## src/design/ftvp_pkg.sv

```systemverilog
`default_nettype none
// ----------------------------------------------------------------------------
// ftvp_pkg
// Shared types, codes and helpers for the FIX tag=value parser.
// ----------------------------------------------------------------------------
package ftvp_pkg;

  // Byte of the message with its end-of-message flag
  typedef struct packed {
    logic [7:0] data_byte;
    logic       last_byte;
  } in_item_t;

  // One result per input byte
  typedef struct packed {
    logic [2:0]  kind;
    logic [15:0] field_tag;
    logic [7:0]  value_byte;
    logic [2:0]  message_type;
  } out_item_t;

  // Result kinds
  localparam logic [2:0] KIND_NONE   = 3'd0;
  localparam logic [2:0] KIND_VALUE  = 3'd1;
  localparam logic [2:0] KIND_FEND   = 3'd2;
  localparam logic [2:0] KIND_ACCEPT = 3'd3;
  localparam logic [2:0] KIND_REJECT = 3'd4;

  // Message type codes
  localparam logic [2:0] MT_NEW_ORDER = 3'd0;
  localparam logic [2:0] MT_CANCEL    = 3'd1;
  localparam logic [2:0] MT_EXEC_RPT  = 3'd2;
  localparam logic [2:0] MT_HEARTBEAT = 3'd3;
  localparam logic [2:0] MT_LOGON     = 3'd4;
  localparam logic [2:0] MT_LOGOUT    = 3'd5;
  localparam logic [2:0] MT_ABSENT    = 3'd6;
  localparam logic [2:0] MT_UNKNOWN   = MT_HEARTBEAT;

  // Parser phase codes
  localparam logic PHASE_TAG   = 1'b0;
  localparam logic PHASE_VALUE = 1'b1;

  // Special characters and limits
  localparam logic [7:0]  CH_EQUAL   = 8'h3D;
  localparam logic [7:0]  CH_ZERO    = 8'h30;
  localparam logic [7:0]  CH_NINE    = 8'h39;
  localparam logic [15:0] TAG_MSGTYPE = 16'd35;
  localparam logic [15:0] TAG_CHKSUM  = 16'd10;
  localparam logic [15:0] TAG_MAX     = 16'hFFFF;
  localparam logic [2:0]  VLEN_BAD    = 3'd7;
  localparam logic [2:0]  VLEN_CKMAX  = 3'd3;
  localparam logic [3:0]  BCNT_MIN    = 4'd10;
  localparam logic [7:0]  SEP_RESET   = 8'h01;

  // Register indexes
  localparam logic REG_SEPARATOR = 1'b0;

  // Map the single message-type byte to its code
  function automatic logic [2:0] type_of(input logic [7:0] b);
    logic [2:0] t;
    case (b)
      8'h44:   t = MT_NEW_ORDER; // 'D'
      8'h46:   t = MT_CANCEL;    // 'F'
      8'h38:   t = MT_EXEC_RPT;  // '8'
      8'h30:   t = MT_HEARTBEAT; // '0'
      8'h41:   t = MT_LOGON;     // 'A'
      8'h35:   t = MT_LOGOUT;    // '5'
      default: t = MT_UNKNOWN;
    endcase
    return t;
  endfunction

endpackage
`default_nettype wire

```

## src/design/ftvp_cfg.sv

```systemverilog
`default_nettype none
// ----------------------------------------------------------------------------
// ftvp_cfg
// APB-style register file holding the field separator byte.
// ----------------------------------------------------------------------------
module ftvp_cfg (
  input  wire logic        clk_i,
  input  wire logic        rst_ni,
  input  wire logic        psel,
  input  wire logic        penable,
  input  wire logic        pwrite,
  input  wire logic [2:0]  paddr,
  input  wire logic [31:0] pwdata,
  output logic [31:0]      prdata,
  output logic             pready,
  output logic [7:0]       sep_o
);
  import ftvp_pkg::*;

  logic [7:0] sep_q;
  logic [7:0] sep_d;
  logic       wr_sep;

  assign pready = 1'b1;

  // Write the separator in the access phase
  assign wr_sep = psel && penable && pwrite && (paddr[2] == REG_SEPARATOR);
  assign sep_d  = wr_sep ? pwdata[7:0] : sep_q;

  always_ff @(posedge clk_i or negedge rst_ni) begin
    if (!rst_ni) begin
      sep_q <= SEP_RESET;
    end else begin
      sep_q <= sep_d;
    end
  end

  // Read back; unused addresses return zero
  assign prdata = (paddr[2] == REG_SEPARATOR) ? {24'd0, sep_q} : 32'd0;
  assign sep_o  = sep_q;

endmodule
`default_nettype wire

```

## src/design/ftvp_core.sv

```systemverilog
`default_nettype none
// ----------------------------------------------------------------------------
// ftvp_core
// Per-byte parser state and the single-pass step logic that builds one result.
// ----------------------------------------------------------------------------
module ftvp_core (
  input  wire logic               clk_i,
  input  wire logic               rst_ni,
  input  wire logic               step_i,
  input  wire ftvp_pkg::in_item_t item_i,
  input  wire logic [7:0]         sep_i,
  output ftvp_pkg::out_item_t     res_o
);
  import ftvp_pkg::*;

  logic        phase_q,  phase_d;
  logic [15:0] tag_q,    tag_d;
  logic [7:0]  sum_q,    sum_d;
  logic [7:0]  fstart_q, fstart_d;
  logic [9:0]  ck_q,     ck_d;
  logic [2:0]  vlen_q,   vlen_d;
  logic [2:0]  type_q,   type_d;
  logic [3:0]  bcnt_q,   bcnt_d;

  logic [7:0]  b;
  logic        digit;
  logic [3:0]  dval;
  logic [19:0] tag_mul;
  logic        has_value;
  logic        ok;
  out_item_t   res;

  assign b       = item_i.data_byte;
  assign digit   = (b >= CH_ZERO) && (b <= CH_NINE);
  assign dval    = 4'(b - CH_ZERO);
  assign tag_mul = ({4'd0, tag_q} << 3) + ({4'd0, tag_q} << 1) + {16'd0, dval};

  always_comb begin
    phase_d   = phase_q;
    tag_d     = tag_q;
    fstart_d  = fstart_q;
    ck_d      = ck_q;
    vlen_d    = vlen_q;
    type_d    = type_q;
    has_value = 1'b0;
    res       = '0;
    sum_d     = sum_q + b;
    bcnt_d    = (bcnt_q < BCNT_MIN) ? bcnt_q + 4'd1 : bcnt_q;

    if (b == sep_i) begin
      // Separator ends the field in either phase
      if (phase_q == PHASE_VALUE) begin
        has_value = 1'b1;
        if (tag_q == TAG_MSGTYPE && vlen_q == 3'd0) begin
          type_d = MT_UNKNOWN;
        end
      end
      res.kind      = KIND_FEND;
      res.field_tag = tag_q;
      phase_d       = PHASE_TAG;
      tag_d         = '0;
      fstart_d      = sum_d;
    end else if (phase_q == PHASE_TAG) begin
      // Collect tag digits up to '='
      if (b == CH_EQUAL) begin
        phase_d = PHASE_VALUE;
        vlen_d  = '0;
        ck_d    = '0;
      end else if (digit) begin
        tag_d = (tag_mul > {4'd0, TAG_MAX}) ? TAG_MAX : tag_mul[15:0];
      end
      res.field_tag = tag_d;
    end else begin
      // Stream the value byte and track checksum digits
      if (tag_q == TAG_MSGTYPE) begin
        type_d = (vlen_q == 3'd0) ? type_of(b) : MT_UNKNOWN;
      end
      if (digit) begin
        if (vlen_q < VLEN_CKMAX) begin
          ck_d = (ck_q << 3) + (ck_q << 1) + {6'd0, dval};
        end
        if (vlen_q < VLEN_BAD) begin
          vlen_d = vlen_q + 3'd1;
        end
      end else begin
        vlen_d = VLEN_BAD;
      end
      has_value      = 1'b1;
      res.kind       = KIND_VALUE;
      res.field_tag  = tag_q;
      res.value_byte = b;
    end

    ok = (bcnt_d >= BCNT_MIN) && has_value && (tag_q == TAG_CHKSUM) &&
         (vlen_d >= 3'd1) && (vlen_d <= VLEN_CKMAX) && (ck_d[7:0] == fstart_q);

    // Verdict replaces the byte's own result and clears the state
    if (item_i.last_byte) begin
      res.kind         = ok ? KIND_ACCEPT : KIND_REJECT;
      res.field_tag    = tag_q;
      res.value_byte   = '0;
      res.message_type = type_d;
      phase_d  = PHASE_TAG;
      tag_d    = '0;
      sum_d    = '0;
      fstart_d = '0;
      ck_d     = '0;
      vlen_d   = '0;
      type_d   = MT_ABSENT;
      bcnt_d   = '0;
    end
  end

  always_ff @(posedge clk_i or negedge rst_ni) begin
    if (!rst_ni) begin
      phase_q  <= PHASE_TAG;
      tag_q    <= '0;
      sum_q    <= '0;
      fstart_q <= '0;
      ck_q     <= '0;
      vlen_q   <= '0;
      type_q   <= MT_ABSENT;
      bcnt_q   <= '0;
    end else if (step_i) begin
      phase_q  <= phase_d;
      tag_q    <= tag_d;
      sum_q    <= sum_d;
      fstart_q <= fstart_d;
      ck_q     <= ck_d;
      vlen_q   <= vlen_d;
      type_q   <= type_d;
      bcnt_q   <= bcnt_d;
    end
  end

  assign res_o = res;

endmodule
`default_nettype wire

```

## src/design/fix_tag_value_parser.sv

```systemverilog
`default_nettype none
// ----------------------------------------------------------------------------
// fix_tag_value_parser
// FIX tag=value byte parser: labels value bytes with their tag, flags field
// ends and gives a checksum verdict with the message type on the last byte.
// ----------------------------------------------------------------------------
// Channel   Direction  Handshake               Payload
// in        input      in_valid_i/in_ready_o   in_item_i  (data_byte, last_byte)
// out       output     out_valid_o/out_ready_i out_item_o (kind, field_tag,
//                                              value_byte, message_type)
// cfg       input      psel/penable/pwrite     paddr, pwdata, prdata, pready
//
// One byte per cycle sustained while results are taken; each byte gives one
// result after its transfer through the input register, then the result register.
// The parser state feeds back through its own registers, which sets the byte rate.
// Reset clears the parser state and sets the separator to 0x01.
// A stalled result holds in the output register; the input register still
// takes a byte if it is empty, and in_ready_o stays low while it is full.
// ----------------------------------------------------------------------------
module fix_tag_value_parser (
  input  wire logic                clk_i,
  input  wire logic                rst_ni,
  input  wire logic                in_valid_i,
  output logic                     in_ready_o,
  input  wire ftvp_pkg::in_item_t  in_item_i,
  output logic                     out_valid_o,
  input  wire logic                out_ready_i,
  output ftvp_pkg::out_item_t      out_item_o,
  input  wire logic                psel,
  input  wire logic                penable,
  input  wire logic                pwrite,
  input  wire logic [2:0]          paddr,
  input  wire logic [31:0]         pwdata,
  output logic [31:0]              prdata,
  output logic                     pready
);
  import ftvp_pkg::*;

  logic      in_valid_q;
  in_item_t  in_item_q;
  logic      out_valid_q;
  out_item_t out_item_q;
  logic      advance;
  logic      in_fire;
  logic [7:0] sep;
  out_item_t res;

  ftvp_cfg u_cfg (
    .clk_i   (clk_i),
    .rst_ni  (rst_ni),
    .psel    (psel),
    .penable (penable),
    .pwrite  (pwrite),
    .paddr   (paddr),
    .pwdata  (pwdata),
    .prdata  (prdata),
    .pready  (pready),
    .sep_o   (sep)
  );

  // Move the held byte into the result register when it has room
  assign advance    = in_valid_q && (!out_valid_q || out_ready_i);
  assign in_ready_o = !in_valid_q || advance;
  assign in_fire    = in_valid_i && in_ready_o;

  ftvp_core u_core (
    .clk_i  (clk_i),
    .rst_ni (rst_ni),
    .step_i (advance),
    .item_i (in_item_q),
    .sep_i  (sep),
    .res_o  (res)
  );

  // Input register
  always_ff @(posedge clk_i or negedge rst_ni) begin
    if (!rst_ni) begin
      in_valid_q <= 1'b0;
    end else if (in_ready_o) begin
      in_valid_q <= in_valid_i;
    end
  end

  always_ff @(posedge clk_i) begin
    if (in_fire) begin
      in_item_q <= in_item_i;
    end
  end

  // Result register
  always_ff @(posedge clk_i or negedge rst_ni) begin
    if (!rst_ni) begin
      out_valid_q <= 1'b0;
    end else if (advance) begin
      out_valid_q <= 1'b1;
    end else if (out_ready_i) begin
      out_valid_q <= 1'b0;
    end
  end

  always_ff @(posedge clk_i) begin
    if (advance) begin
      out_item_q <= res;
    end
  end

  assign out_valid_o = out_valid_q;
  assign out_item_o  = out_item_q;

  // An empty result register never blocks the input side
  a_ready_when_empty: assert property (@(posedge clk_i) disable iff (!rst_ni)
    !out_valid_o |-> in_ready_o)
    else $error("input stalled with empty result register");

  // Value byte is only carried by value results
  a_vbyte_zero: assert property (@(posedge clk_i) disable iff (!rst_ni)
    out_valid_o && (out_item_o.kind != KIND_VALUE) |-> (out_item_o.value_byte == 8'd0))
    else $error("value byte set on non-value result");

  // Message type is only carried by verdicts
  a_mtype_zero: assert property (@(posedge clk_i) disable iff (!rst_ni)
    out_valid_o && (out_item_o.kind != KIND_ACCEPT) && (out_item_o.kind != KIND_REJECT)
      |-> (out_item_o.message_type == 3'd0))
    else $error("message type set outside a verdict");

endmodule
`default_nettype wire

```

## config.mk

```make
export PLATFORM = sky130hd
export DESIGN_NAME = fix_tag_value_parser
export DESIGN_NICKNAME = d
export VERILOG_FILES = /design/src/design/ftvp_pkg.sv /design/src/design/ftvp_cfg.sv /design/src/design/ftvp_core.sv /design/src/design/fix_tag_value_parser.sv
export SDC_FILE = /design/constraint.sdc
export NUM_CORES = 1
export LEC_CHECK = 0
export ABC_CLOCK_PERIOD_IN_PS = 4500
export BUFFER_PORTS_ARGS = -buffer_cell sky130_fd_sc_hd__buf_2
export CAP_MARGIN = 20
export CORE_MARGIN = 3
export CORE_UTILIZATION = 40
export CTS_BUF_LIST = sky130_fd_sc_hd__clkbuf_4 sky130_fd_sc_hd__clkbuf_8
export DETAILED_ROUTE_END_ITERATION = 8
export PLACE_DENSITY = 0.61
export SETUP_SLACK_MARGIN = 0.05
export SLEW_MARGIN = 30
export SYNTH_ARGS = -nofsm -noshare
export SYNTH_HDL_FRONTEND = slang
export SYNTH_HIERARCHICAL = 1
export SYNTH_SLANG_ARGS = --single-unit
```

## constraint.sdc

```tcl
create_clock -name clk_i -period 4.5 [get_ports clk_i]
set_input_delay 0.675 -clock clk_i [delete_from_list [all_inputs] [get_ports clk_i]]
set_output_delay 0.675 -clock clk_i [all_outputs]
set_load 0.05 [all_outputs]
```

# Word-level counts from Yosys, hierarchy flattened
# Cells that the tools add are included.
[classes]
addsub = 8
order_cmp = 9
n_eq_ne = 10
n_mux = 45
bitwise_logic = 2
reduce_logical = 21
[op_table]
columns = ["op", "n"]
rows = [
  ["$mux W16", 6],
  ["$mux W9", 6],
  ["$mux W8", 6],
  ["$mux W3", 14],
  ["$mux W30", 1],
  ["$eq A8 B6 Y1 const B", 3],
  ["$eq A8 B7 Y1 const B", 3],
  ["$add A19 B17 Y20", 1],
  ["$add A20 B4 Y20", 1],
  ["$gt A20 B16 Y1 const B", 1],
  ["$mux W19", 1],
  ["$eq A16 B4 Y1 const B", 1],
  ["$eq A16 B6 Y1 const B", 1],
  ["$eq A8 B8 Y1", 2],
  ["$pmux W3 S5", 1],
  ["$logic_and A1 B1 Y1", 12],
  ["$add A9 B4 Y9", 1],
  ["$add A9 B9 Y9", 1],
  ["$add A8 B8 Y8", 1],
  ["$ge A8 B6 Y1 const B", 1],
  ["$le A8 B6 Y1 const B", 1],
  ["$mux W1", 8],
  ["$mux W4", 2],
  ["$add A4 B1 Y4 const B", 1],
  ["15 further kinds", 19],
]
[word_totals]
ff_bits = 100
in_bits = 51
output_inout_bits = 65

# Depth between registers and ports, before layout
[depth]
depth_word = 11
mapped_depth = 13

# By module
# The synthesis kept the hierarchy.
[by_module_without_submodules]
columns = ["mod", "n_inst", "cells_each", "area_per_inst_um2", "seq_area_each_um2"]
rows = [
  ["ftvp_core", 1, 544, 4718.3, 1278.7],
  ["fix_tag_value_parser", 1, 47, 1275.0, 1221.2],
  ["ftvp_cfg", 1, 52, 580.6, 201.4],
]

# Worst setup path before layout
# OpenSTA, ideal clock, no wires.
[synth_timing]
path_type = "register to register"
start = "register in_item_q[4] (netlist name)"
end = "register out_item_q (netlist bit out_item_o[25]) (data pin)"
setup_ps = 274
t_arrival_ps = 3216
slack_ps = 1009
stages_incl_launch_ff = 13
n_path_buf = 1
path_cell_list = "edfxtp_1 > fa_1 > ha_1 > a21o_1 > a21oi_1 > nand2b_1 > a211o_1 > a21boi_1 > a21oi_1 > mux2_2 > a2111oi_4 > buf_6 > a31oi_1"
[synth_rtl]
columns = ["item", "line_no", "text"]
rows = [
  ["start, declared", "fix_tag_value_parser.sv:40", "in_item_t in_item_q;"],
  ["start signal, assigned", "fix_tag_value_parser.sv:86", "in_item_q <= in_item_i;"],
  ["end signal, assigned", "fix_tag_value_parser.sv:103", "out_item_q <= res;"],
  ["end, declared", "fix_tag_value_parser.sv:42", "out_item_t out_item_q;"],
]

==> reports/metrics.cfg <==
[run_status]
status = complete, no violations

[cells_and_area]
nets = 802
synthToLayoutAreaGrowth_pct = 9.707
drive_gt1_share_pct = 19.00
fillCellCount = 1572
num_antenna_cells = 0

[synthesis]
syn_inst = 643
yosysTopAreaCell = dfrtp_1
async_flop_share_pct = 61.00
synth_flop_cell = dfrtp_1
synth_common_cells = nor2_1 (65), dfrtp_1 (58), a21oi_1 (51), ha_1 (51), edfxtp_1 (39)
yosysMostFrequentCell = nor2_1
synthTopCellsByArea = dfrtp_1 (22%), edfxtp_1 (18%), ha_1 (9.7%)
synth_top_area_share_pct = 22.08
syn_area_um2 = 6574
synth_edf_count = 39
yosysWarnings = 6
syn_area_per_cell_um2 = 10.22
synth_cell_types = 73
ys_ff_latch = 100
ys_seq_area_share_pct = 41.09

[power_and_ir_drop]
pwr_density_cell_nw_per_um2 = 380.0
ir_drop_mv = 0.2305
power.leakage_nw = 3.325

[place]
dpl.hpwl_um = 11250
place_ws_ns = 0.5207
io_buffer_count = 64
place_congestion = 0.8969

[die]
die_area_um2 = 18010
ioPinCount = 116
coreArea_um2 = 16000
initial_core_util_pct = 41.09
die_width_um = 134.2
die_y_um = 134.2
num_rows = 46

[drt]
dr.pass1.iters = 5
met1_length_um = 7508
avgRoutedWirePerCell_um = 17.12
wl_met3_um = 802
vias_per_cell = 5.540
drt_iter0_drc = 401
routed-wl-met2_um = 7110
post-route-drc-count = 0
via_count = 5075
top_layer = met4
drt-total-wl_um = 15680
postRouteAntennaNets = 0

[clocking]
clk_latency_ns = 0.38
post_cts.repair.setup_buffers = 0
cts_htree_levels = 3
clk_path_buf_depth = 2
holdBufCountCts = 0
cts_resized = 0
cts_sinks = 100
ctsRootBufferMaster = clkbuf_8
cts_buffers = 9
path_clk_slew_ns = 0.10
cts_tree = done

[global_route]
grt_usage_pct = 17.50
grt_pass1_wl_um = 25590
antenna_found_initial = 0
grt_start_max_net_pins = 57
grt_pass1_vias = 4988
grt.overflow.total = 0

[timing]
fmax_ghz = 0.2463
finalSetupTns_ns = 0
setup_ws_ns = 0.4405
maxSlewViolCount = 0
post-route-min-period_ns = 4.059
slew_headroom_pct = 51.65
finalHoldViolations = 0
layout_worst_path_cycle_share_pct = 90.21
worst_pin_slew_ns = 0.7186
clock_skew_ns = 0.009906
grt_setup_unrepaired = no
setup_violations = 0

[setup_path]
crit_path_cell_trace = fa_1 > fa_1 > a21o_1 > a21oi_1 > o211ai_1 > a21oi_1 > o21ai_0 > a21oi_1 > xnor2_1 > a2111oi_4 > buf_4 > a21oi_1
required_ns = 4.60
crit_type = reg2reg
crit_path_max_fanout = 32
critPathLaunchType = register
timing.critical_path.mode_cell = a21oi_1
crit_start = in_item_q[4]
crit_slowest_cell = fa_1
arrival_ns = 4.16
endpoint_kind = register
r2r_cells = 12
reg2reg_from = in_item_q[4]
worst-r2r-setup-slack_ns = 0.44
crit_path_max_incr_delay_ns = 0.56
r2r_end = out_item_o[21]

[hold_path]
min_path_type = in2async

[flow_run]
drv_cap = 0

per-layer routing:
layer,track usage [%],vias to the layer above
met3,2.776,15
li1,-,2433
met5,0,-
met2,27.26,143
met1,24.91,2484
met4,6.052,0
stage by stage:
| step | hold slack, ns | instances | total power, mW | instance area, um^2 | utilization, % |
|---|---|---|---|---|---|
| after floorplan | 0.3794 | 666 | 1.960 | 6660 | - |
| after global placement | 0.4628 | 900 | 2.117 | 7004 | 43.78 |
| after detailed placement | 0.4641 | 900 | 2.155 | 7004 | 43.78 |
| after CTS | 0.3059 | 916 | 2.752 | 7201 | 45.00 |
| after global routing | 0.3331 | 916 | 2.900 | 7212 | 45.07 |
| final | 0.3072 | 916 | 2.740 | 7212 | 45.07 |
placed cells by master (no fill, tap or decap), types with 12 or more instances in the layout:
cell type   n
a21o_1     17
a21oi_1    50
buf_2      64
buf_4      12
conb_1     25
dfrtp_1    58
edfxtp_1   39
ha_1       51
mux2_2     15
nand2_1    31
nor2_1     65
o21ai_0    31
o2bb2ai_1  15
xnor2_1    18
xor2_1     21
final cells by class:
class                           count  area [um^2]  area share (%)
Sequential cell                   100         2701           37.46
Inverter                            9        33.78          0.4684
Multi-Input combinational cell    499         3600           49.91
Timing Repair Buffer               76        410.4           5.690
Tap cell                          216        270.3           3.747
Clock buffer                       11        145.1           2.012
Clock inverter                      5        51.30          0.7113
flip-flops by register name, indices dropped and copies added (netlist names):
name             flops
in_valid_q           1
u_core/ck_q          8
u_core/tag_q        16
u_core/phase_q       1
u_core/vlen_q        3
u_core/bcnt_q        4
u_core/type_q        3
out_item_o          30
u_core/sum_q         8
u_core/fstart_q      8
out_valid_o          1
u_cfg/sep_o          8
in_item_q            9
worst max-delay path: cells and delay by family (launching register included):
| kind | cells | cell delay [ns] |
|---|---|---|
| AOI/OAI and AO/OA | 8 | 1.73 |
| xor gates and xnor gates | 1 | 0.13 |
| adders and majority gates | 2 | 1.05 |
| buffers and inverters | 1 | 0.37 |
| DFF | 1 | 0.48 |
how the worst max path moves through the flow:
stage | to | slack (ns) | cells after the start
2_1_floorplan | out_item_o[25] | 1.01 | 12
3_3_place_gp | out_item_o[24] | 0.56 | 12
3_5_place_dp | out_item_o[22] | 0.52 | 11
4_1_cts | out_item_o[22] | 0.50 | 11
5_1_grt | out_item_o[21] | 0.32 | 12
6_report | out_item_o[21] | 0.44 | 12
report_power, final:
group          switching, mW  total (mW)  internal [mW]
clock                  0.325       0.600          0.275
sequential             0.137        1.23           1.10
combinational          0.562       0.908          0.347
total                   1.02        2.74           1.72
kinds of logic after synthesis:
kind of cell / Yosys count / synth area share [%]
muxes: 17 / 2.874
DFF: 100 / 41.09
buffers and inverters: 67 / 5.786
xor gates and xnor gates: 39 / 5.196
AOI/OAI and AO/OA: 182 / 18.96
other: 2 / 0.1142
adders and majority gates: 56 / 11.23
and+or+nand+nor: 180 / 14.75
No activity file was read; power rests on OpenSTA's default activity.
